[config.mk]
export PLATFORM = sky130hd
export DESIGN_NAME = gptq_int4_dequant_fp16_core
export DESIGN_NICKNAME = d
export VERILOG_FILES = /design/src/rtl/gidq_pkg.sv /design/src/rtl/gptq_int4_dequant_fp16_core.sv /design/src/rtl/gidq_lane.sv /design/src/rtl/gidq_merge.sv
export SDC_FILE = /design/constraint.sdc
export NUM_CORES = 2
export LEC_CHECK = 0
export ABC_AREA = 1
export BUFFER_PORTS_ARGS = -buffer_cell sky130_fd_sc_hd__buf_2
export CAP_MARGIN = 20
export CORE_MARGIN = 4
export CORE_UTILIZATION = 60
export DETAILED_ROUTE_END_ITERATION = 12
export PLACE_DENSITY_LB_ADDON = 0.12
export SETUP_SLACK_MARGIN = 0.4
export SLEW_MARGIN = 20
export SYNTH_ARGS = -nofsm -noshare
export SYNTH_HDL_FRONTEND = slang
export SYNTH_SLANG_ARGS = --single-unit
[constraint.sdc]
create_clock -name aclk -period 20.7 [get_ports aclk]
set_input_delay 4.14 -clock aclk [delete_from_list [all_inputs] [get_ports aclk]]
set_output_delay 4.14 -clock aclk [all_outputs]
set_load 0.01 [all_outputs]
[src/rtl/gidq_pkg.sv]
package gidq_pkg;

    localparam int Lanes = 8;

    // Input packing, highest bit first.
    typedef struct packed {
        logic [63:0] scales_4_7;
        logic [63:0] scales_0_3;
        logic [31:0] zero_word;
        logic [63:0] weight_words_6_7;
        logic [63:0] weight_words_4_5;
        logic [63:0] weight_words_2_3;
        logic [63:0] weight_words_0_1;
        logic [2:0]  row_nibble;
    } in_beat_t;

    localparam int InBits  = $bits(in_beat_t);
    localparam int InBytes = (InBits + 7) / 8;

    // Stage-1 lane result passed to the rounding stage.
    typedef struct packed {
        logic        special;   // result fully known (NaN, inf, zero)
        logic [15:0] special_val;
        logic        sgn;
        logic [14:0] prod;      // mantissa times |d|, up to 2047*16
        logic        sub;       // subnormal scale
        logic [4:0]  ex;
    } lane_mid_t;

endpackage

[src/rtl/gptq_int4_dequant_fp16_core.sv]
// GPTQ int4 -> fp16 dequantizer. Each input beat carries one weight row for
// eight output columns; eight lanes each compute (q - (z+1)) * scale exactly
// and round once to fp16 (nearest-even, gradual underflow, overflow to inf,
// NaN quieted). One beat per cycle sustained unless m_axis_tready stalls;
// an accepted beat passes the multiply stage, the round stage and the output
// register. The pipeline advances whenever the output register is free or
// being drained, so s_axis_tready drops whenever a valid output beat is
// held off by m_axis_tready, even if earlier stages hold bubbles.
module gptq_int4_dequant_fp16_core (
    input  logic         aclk,
    input  logic         aresetn,
    input  logic         s_axis_tvalid,
    output logic         s_axis_tready,
    // row_nibble[2:0], weight_words_0_1, _2_3, _4_5, _6_7, zero_word,
    // scales_0_3, scales_4_7; zero-padded to bytes
    input  logic [gidq_pkg::InBytes*8-1:0] s_axis_tdata,
    output logic         m_axis_tvalid,
    input  logic         m_axis_tready,
    // weights_0_3[63:0], weights_4_7[127:64]
    output logic [127:0] m_axis_tdata
);

    gidq_pkg::in_beat_t beat;
    logic [2:0] vld_reg;
    logic [2:0] vld_next;
    logic       adv;

    assign beat = s_axis_tdata[gidq_pkg::InBits-1:0];

    // Whole pipe moves together; a bubble-free stall when output is blocked.
    assign adv           = !m_axis_tvalid || m_axis_tready;
    assign s_axis_tready = adv;
    assign m_axis_tvalid = vld_reg[2];

    always_comb begin
        vld_next = vld_reg;
        if (adv) begin
            vld_next = {vld_reg[1:0], s_axis_tvalid};
        end
    end

    always_ff @(posedge aclk) begin
        if (!aresetn) begin
            vld_reg <= 3'd0;
        end else begin
            vld_reg <= vld_next;
        end
    end

    logic [gidq_pkg::Lanes-1:0][31:0] words;
    logic [gidq_pkg::Lanes-1:0][15:0] scales;
    logic [gidq_pkg::Lanes-1:0][15:0] lane_res;

    assign words  = {beat.weight_words_6_7, beat.weight_words_4_5,
                     beat.weight_words_2_3, beat.weight_words_0_1};
    assign scales = {beat.scales_4_7, beat.scales_0_3};

    for (genvar j = 0; j < gidq_pkg::Lanes; j++) begin : g_lane
        logic [3:0] q;
        assign q = 4'(words[j] >> {beat.row_nibble, 2'b00});
        gidq_lane u_lane (
            .aclk   (aclk),
            .en     (adv),
            .q      (q),
            .z      (beat.zero_word[4*j +: 4]),
            .scale  (scales[j]),
            .result (lane_res[j])
        );
    end

    gidq_merge u_merge (
        .aclk     (aclk),
        .en       (adv),
        .lane_res (lane_res),
        .tdata    (m_axis_tdata)
    );

endmodule

[src/rtl/gidq_lane.sv]
// One lane: exact fp16 x small integer, rounded to fp16 nearest-even.
// Stage 1 multiplies, stage 2 normalizes and rounds.
module gidq_lane (
    input  logic        aclk,
    input  logic        en,
    input  logic [3:0]  q,
    input  logic [3:0]  z,
    input  logic [15:0] scale,
    output logic [15:0] result
);

    gidq_pkg::lane_mid_t mid_reg;
    gidq_pkg::lane_mid_t mid_next;

    logic [5:0]  d;       // signed, -16..14
    logic [4:0]  mag;
    logic        dneg;
    logic [10:0] m;
    logic        ex_max;

    always_comb begin
        d        = {2'b00, q} - {2'b00, z} - 6'd1;
        dneg     = d[5];
        mag      = dneg ? 5'(-d) : d[4:0];
        ex_max   = (scale[14:10] == 5'h1F);
        m        = (scale[14:10] == 5'd0) ? {1'b0, scale[9:0]} : {1'b1, scale[9:0]};
        mid_next.sgn  = scale[15] ^ dneg;
        mid_next.prod = 15'(m * mag);
        mid_next.sub  = (scale[14:10] == 5'd0);
        mid_next.ex   = scale[14:10];
        mid_next.special     = 1'b0;
        mid_next.special_val = 16'h0000;
        if (ex_max && scale[9:0] != 10'd0) begin
            mid_next.special     = 1'b1;
            mid_next.special_val = scale | 16'h0200;
        end else if (ex_max) begin
            mid_next.special     = 1'b1;
            mid_next.special_val = (mag == 5'd0) ? 16'h7E00
                                                 : {scale[15] ^ dneg, 15'h7C00};
        end else if (mid_next.prod == 15'd0) begin
            mid_next.special     = 1'b1;
            mid_next.special_val = {scale[15] ^ dneg, 15'd0};
        end
    end

    always_ff @(posedge aclk) begin
        if (en) begin
            mid_reg <= mid_next;
        end
    end

    // Stage 2. Work with biased exponents: e_field = ex (or 1 if subnormal),
    // value = prod * 2^(e_field - 25). msb of prod at bit msb; target
    // field f = msb + e_field - 10, clamped to >= 1 (subnormal floor).
    logic [3:0]  msb;
    logic [6:0]  t;        // msb + e_field, 1..45
    logic [6:0]  f;        // result field before carry
    logic signed [7:0] shift; // f - e_field
    logic [15:0] res;
    logic [14:0] rem;
    logic [14:0] half;
    logic [4:0]  efield;
    logic [6:0]  fout;
    logic [15:0] result_reg;
    logic [15:0] result_next;
    logic [3:0]  sh;

    always_comb begin
        msb = 4'd0;
        for (int i = 0; i < 15; i++) begin
            if (mid_reg.prod[i]) begin
                msb = 4'(i);
            end
        end
        efield = mid_reg.sub ? 5'd1 : mid_reg.ex;
        t      = 7'(msb) + 7'(efield);
        f      = (t > 7'd11) ? (t - 7'd10) : 7'd1;
        shift  = $signed({1'b0, f}) - $signed({3'b000, efield});
        res    = 16'd0;
        rem    = 15'd0;
        half   = 15'd0;
        sh     = 4'd0;
        if (shift <= 0) begin
            sh  = 4'(-shift);
            res = 16'({1'b0, mid_reg.prod} << sh);
        end else begin
            sh   = 4'(shift);
            res  = 16'(mid_reg.prod >> sh);
            rem  = mid_reg.prod & 15'((16'd1 << sh) - 16'd1);
            half = 15'(16'd1 << (sh - 4'd1));
            if (rem > half || (rem == half && res[0])) begin
                res = res + 16'd1;
            end
        end
        fout = f;
        if (res >= 16'h0800) begin
            res  = res >> 1;
            fout = f + 7'd1;
        end
        // res < 0x400 only when fout == 1 (subnormal): field-1 = 0 then.
        if (mid_reg.special) begin
            result_next = mid_reg.special_val;
        end else if (fout >= 7'd31) begin
            result_next = {mid_reg.sgn, 15'h7C00};
        end else begin
            result_next = {mid_reg.sgn, 15'(({8'd0, fout} - 15'd1) << 10) + 15'(res)};
        end
    end

    always_ff @(posedge aclk) begin
        if (en) begin
            result_reg <= result_next;
        end
    end

    assign result = result_reg;

endmodule

[src/rtl/gidq_merge.sv]
// Packs the eight lane results into the output beat register.
module gidq_merge (
    input  logic                               aclk,
    input  logic                               en,
    input  logic [gidq_pkg::Lanes-1:0][15:0]   lane_res,
    output logic [127:0]                       tdata
);

    logic [127:0] data_reg;
    logic [127:0] data_next;

    always_comb begin
        data_next = lane_res;
    end

    always_ff @(posedge aclk) begin
        if (en) begin
            data_reg <= data_next;
        end
    end

    assign tdata = data_reg;

endmodule

==> summary.txt <==
Run status
  • Outcome: completed

Yosys
  • Post-Syn Nets: 10900
  • Synth area leaders: edfxtp_1 (25%), nand2_1 (12%), ha_1 (10%), nand3_1 (7.2%), inv_1 (7.2%)
  • Cells after Synth: 9631
  • Post-synth EDFFs: 568
  • FFs w/ async S/R, synth: 0%
  • Sequential fraction of the synthesis area: 25.0%
  • Top cell type by total area after synthesis: edfxtp_1
  • Yosys cell types: 88
  • Synth Register Bits: 571
  • Synth top area share: 24.9%
  • Mean post-synth cell area: 7.11 sq um
  • Post-synth top flop: edfxtp_1
  • Synthesized area: 0.0685 sq mm
  • YS warnings: 0

Clock network
  • TritonCTS Sinks: 571
  • Clk_lat worst skew: 0.69 ns
  • CTS Buf Count: 61
  • Worst-path clk slew: 0.06 ns
  • Hold buffer count at CTS: 0
  • Postcts setup bufs: 0
  • CTS Buffer Depth: 3
  • TritonCTS clock tree: built
  • Clock Tree Root: clkbuf_16
  • H-tree depth: 2
  • Post-cts repair resize count: 0

GRT
  • Initial antenna violation count: 28
  • Largest net degree at the start of global routing: 83
  • Grt total ovfl: 0
  • GRT Total Usage: 35.4%
  • Number of global-route vias before repair: 64800
  • First-pass GRT wire length: 343 mm

Critical path
  • CP Data Arrival Time: 13.73 ns
  • Top Family by Delay on Critical Path: compound AO/OA/AOI/OAI gates
  • Worst r2r dst: g_lane[7].u_lane.result[14]$_DFFE_PP_
  • Critical path class: in -> reg
  • CP peak stage delay: 0.74 ns
  • R2r setup slk: 8.12 ns
  • Crit path top cell by count: o21ai_0
  • Maximum fanout along the worst path: 80
  • Setup crit end kind: flop
  • Slowest stage cell, crit path: xor2_1
  • R2R Path Start: g_lane[7].u_lane.mid_reg[9]$_DFFE_PP_
  • CP bufs+invs: 7
  • Data required, critical path: 21.09 ns
  • Beginning of the critical path: s_axis_tdata[0]
  • Reg2Reg Depth: 70
  • CP startpoint kind: input port

STA
  • RSZ-0062 raised after global routing: false
  • Max Fclk: 0.0749 GHz
  • Hold Violations, Final: 0
  • Setup tns final: 0 ns
  • Fin crit period: 13.35 ns
  • Slew Limit Fails: 0
  • Layout Skew: 0.0211 ns
  • Final period utilization: 64.5%
  • Endpoints failing setup: 0
  • Slew @ Worst Pin: 1.30 ns
  • Slew HR: 12.4%

Route
  • DRC: 0
  • Starting DRT DRC Count: 7484
  • Final ANT Viol Nets: 0
  • Routed WL: 222 mm
  • Wire per inst: 19.2 um
  • Via count: 68500
  • First-pass DRT Iterations: 8
  • Vias per cell: 5.92

Placement
  • I/O Buffers: 552
  • Post-detail-place hpwl: 180 mm
  • RePlAce Congestion: 1.01
  • DP Area: 0.0720 sq mm

Layout
  • Area Growth Syn to Fin: 8.24%
  • Final #Nets: 11200
  • Max reg flops: 312
  • Layout cells sized above 1: 11.5%
  • Post-route cell area: 0.0742 sq mm

Die
  • Die outline width: 346 um
  • CORE AREA: 0.113 sq mm
  • Die H: 346 um
  • Die area: 0.120 sq mm
  • Starting Density: 60.7%
  • FP Rows: 123
  • IO Count: 558

Job
  • Max-Cap Viols: 0

Min path
  • HP Class: reg -> reg
  • Hold path start: g_lane[2].u_lane.result[2]$_DFFE_PP_
  • Hold depth: 0
  • Hold EP: u_merge.tdata[34]$_DFFE_PP_
## metrics by stage
step           hold slack [ns]  util, %  cells  worst slack, ns
2_1_floorplan            0.400        -   9631             1.34
3_3_place_gp             0.401     63.8  11400             7.21
3_5_place_dp             0.405     63.8  11400             6.96
4_1_cts                  0.404     65.6  11600             7.65
5_1_grt                  0.424     65.6  11600             6.75
6_report                 0.413     65.7  11600             7.35
## layout by cell type, fill, tap and decap left out, types with 21 or more instances in the layout
| master | count |
|---|---|
| a21oi_1 | 344 |
| a31oi_1 | 56 |
| buf_2 | 550 |
| buf_4 | 34 |
| clkbuf_16 | 63 |
| edfxtp_1 | 568 |
| fa_1 | 240 |
| ha_1 | 560 |
| inv_1 | 1305 |
| inv_2 | 79 |
| nand2_1 | 2206 |
| nand2_2 | 93 |
| nand2_4 | 27 |
| nand3_1 | 988 |
| nand3_2 | 38 |
| nand3b_1 | 21 |
| nand4_1 | 117 |
| nor2_1 | 944 |
| nor2_2 | 47 |
| nor2_4 | 35 |
| nor3_1 | 146 |
| nor4_1 | 92 |
| o211ai_1 | 35 |
| o21ai_0 | 571 |
| o21ai_1 | 58 |
| o21ai_2 | 34 |
| o21bai_1 | 29 |
| o22ai_1 | 73 |
| or2_2 | 45 |
| xnor2_1 | 95 |
| xor2_1 | 227 |
## how the worst max path moves through the flow
stage                     slack (ns)  depth (start not counted)                                endpoint
final                           7.35                         36  g_lane[2].u_lane.mid_reg[37]$_DFFE_PP_
after global routing            6.75                         38  g_lane[5].u_lane.mid_reg[37]$_DFFE_PP_
after detailed placement        6.96                         38  g_lane[5].u_lane.mid_reg[37]$_DFFE_PP_
after floorplan                 1.34                          2                           s_axis_tready
after global placement          7.21                         37  g_lane[5].u_lane.mid_reg[37]$_DFFE_PP_
after CTS                       7.65                         38  g_lane[5].u_lane.mid_reg[37]$_DFFE_PP_
## cell usage after synthesis (all sizes together) (17+ instances only)
cell type / number
edfxtp: 568
nand3b: 22
clkbuf: 185
nand2: 2327
ha: 560
o22ai: 75
mux2i: 17
buf: 94
nor2: 1027
or2: 57
inv: 1389
nor4: 94
xnor2: 100
o221ai: 17
nand4: 121
o211ai: 35
nor3: 149
a31oi: 56
xor2: 231
nand3: 1037
o21bai: 29
fa: 240
o21ai: 664
a21oi: 360
## routing by layer
metal / wire length [um] / global-route usage (%)
met2: 102000 / 58.5
met5: 95 / 0
met1: 88400 / 45.8
met3: 22100 / 7.16
met4: 10000 / 14.1
## cell families (layout without fill, tap and decap cells)
group	count (synthesis)	count (layout)	synth area share, %
and+or+nand+nor	4849	4849	31.7
buffers and inverters	1681	2103	9.78
AOI/OAI and AO/OA	1382	1382	11.7
adders and majority gates	800	800	17.2
DFF	571	571	25.0
xor gates and xnor gates	331	331	4.33
muxes	17	17	0.248
other	0	15	0
## layout make-up
type	instances	area, sq um
multi-input cells	7379	44800
fillers	10100	38800
flip-flops and latches	571	17100
inverters	1402	5290
repair buffers	585	3020
well taps	1500	1880
clock buffers	67	1590
clock inverters	49	472
diodes	15	37.5
Power is left out: the tool's default activity adds up to more than one toggle a clock period on the data nets, which glitch-free logic cannot reach.
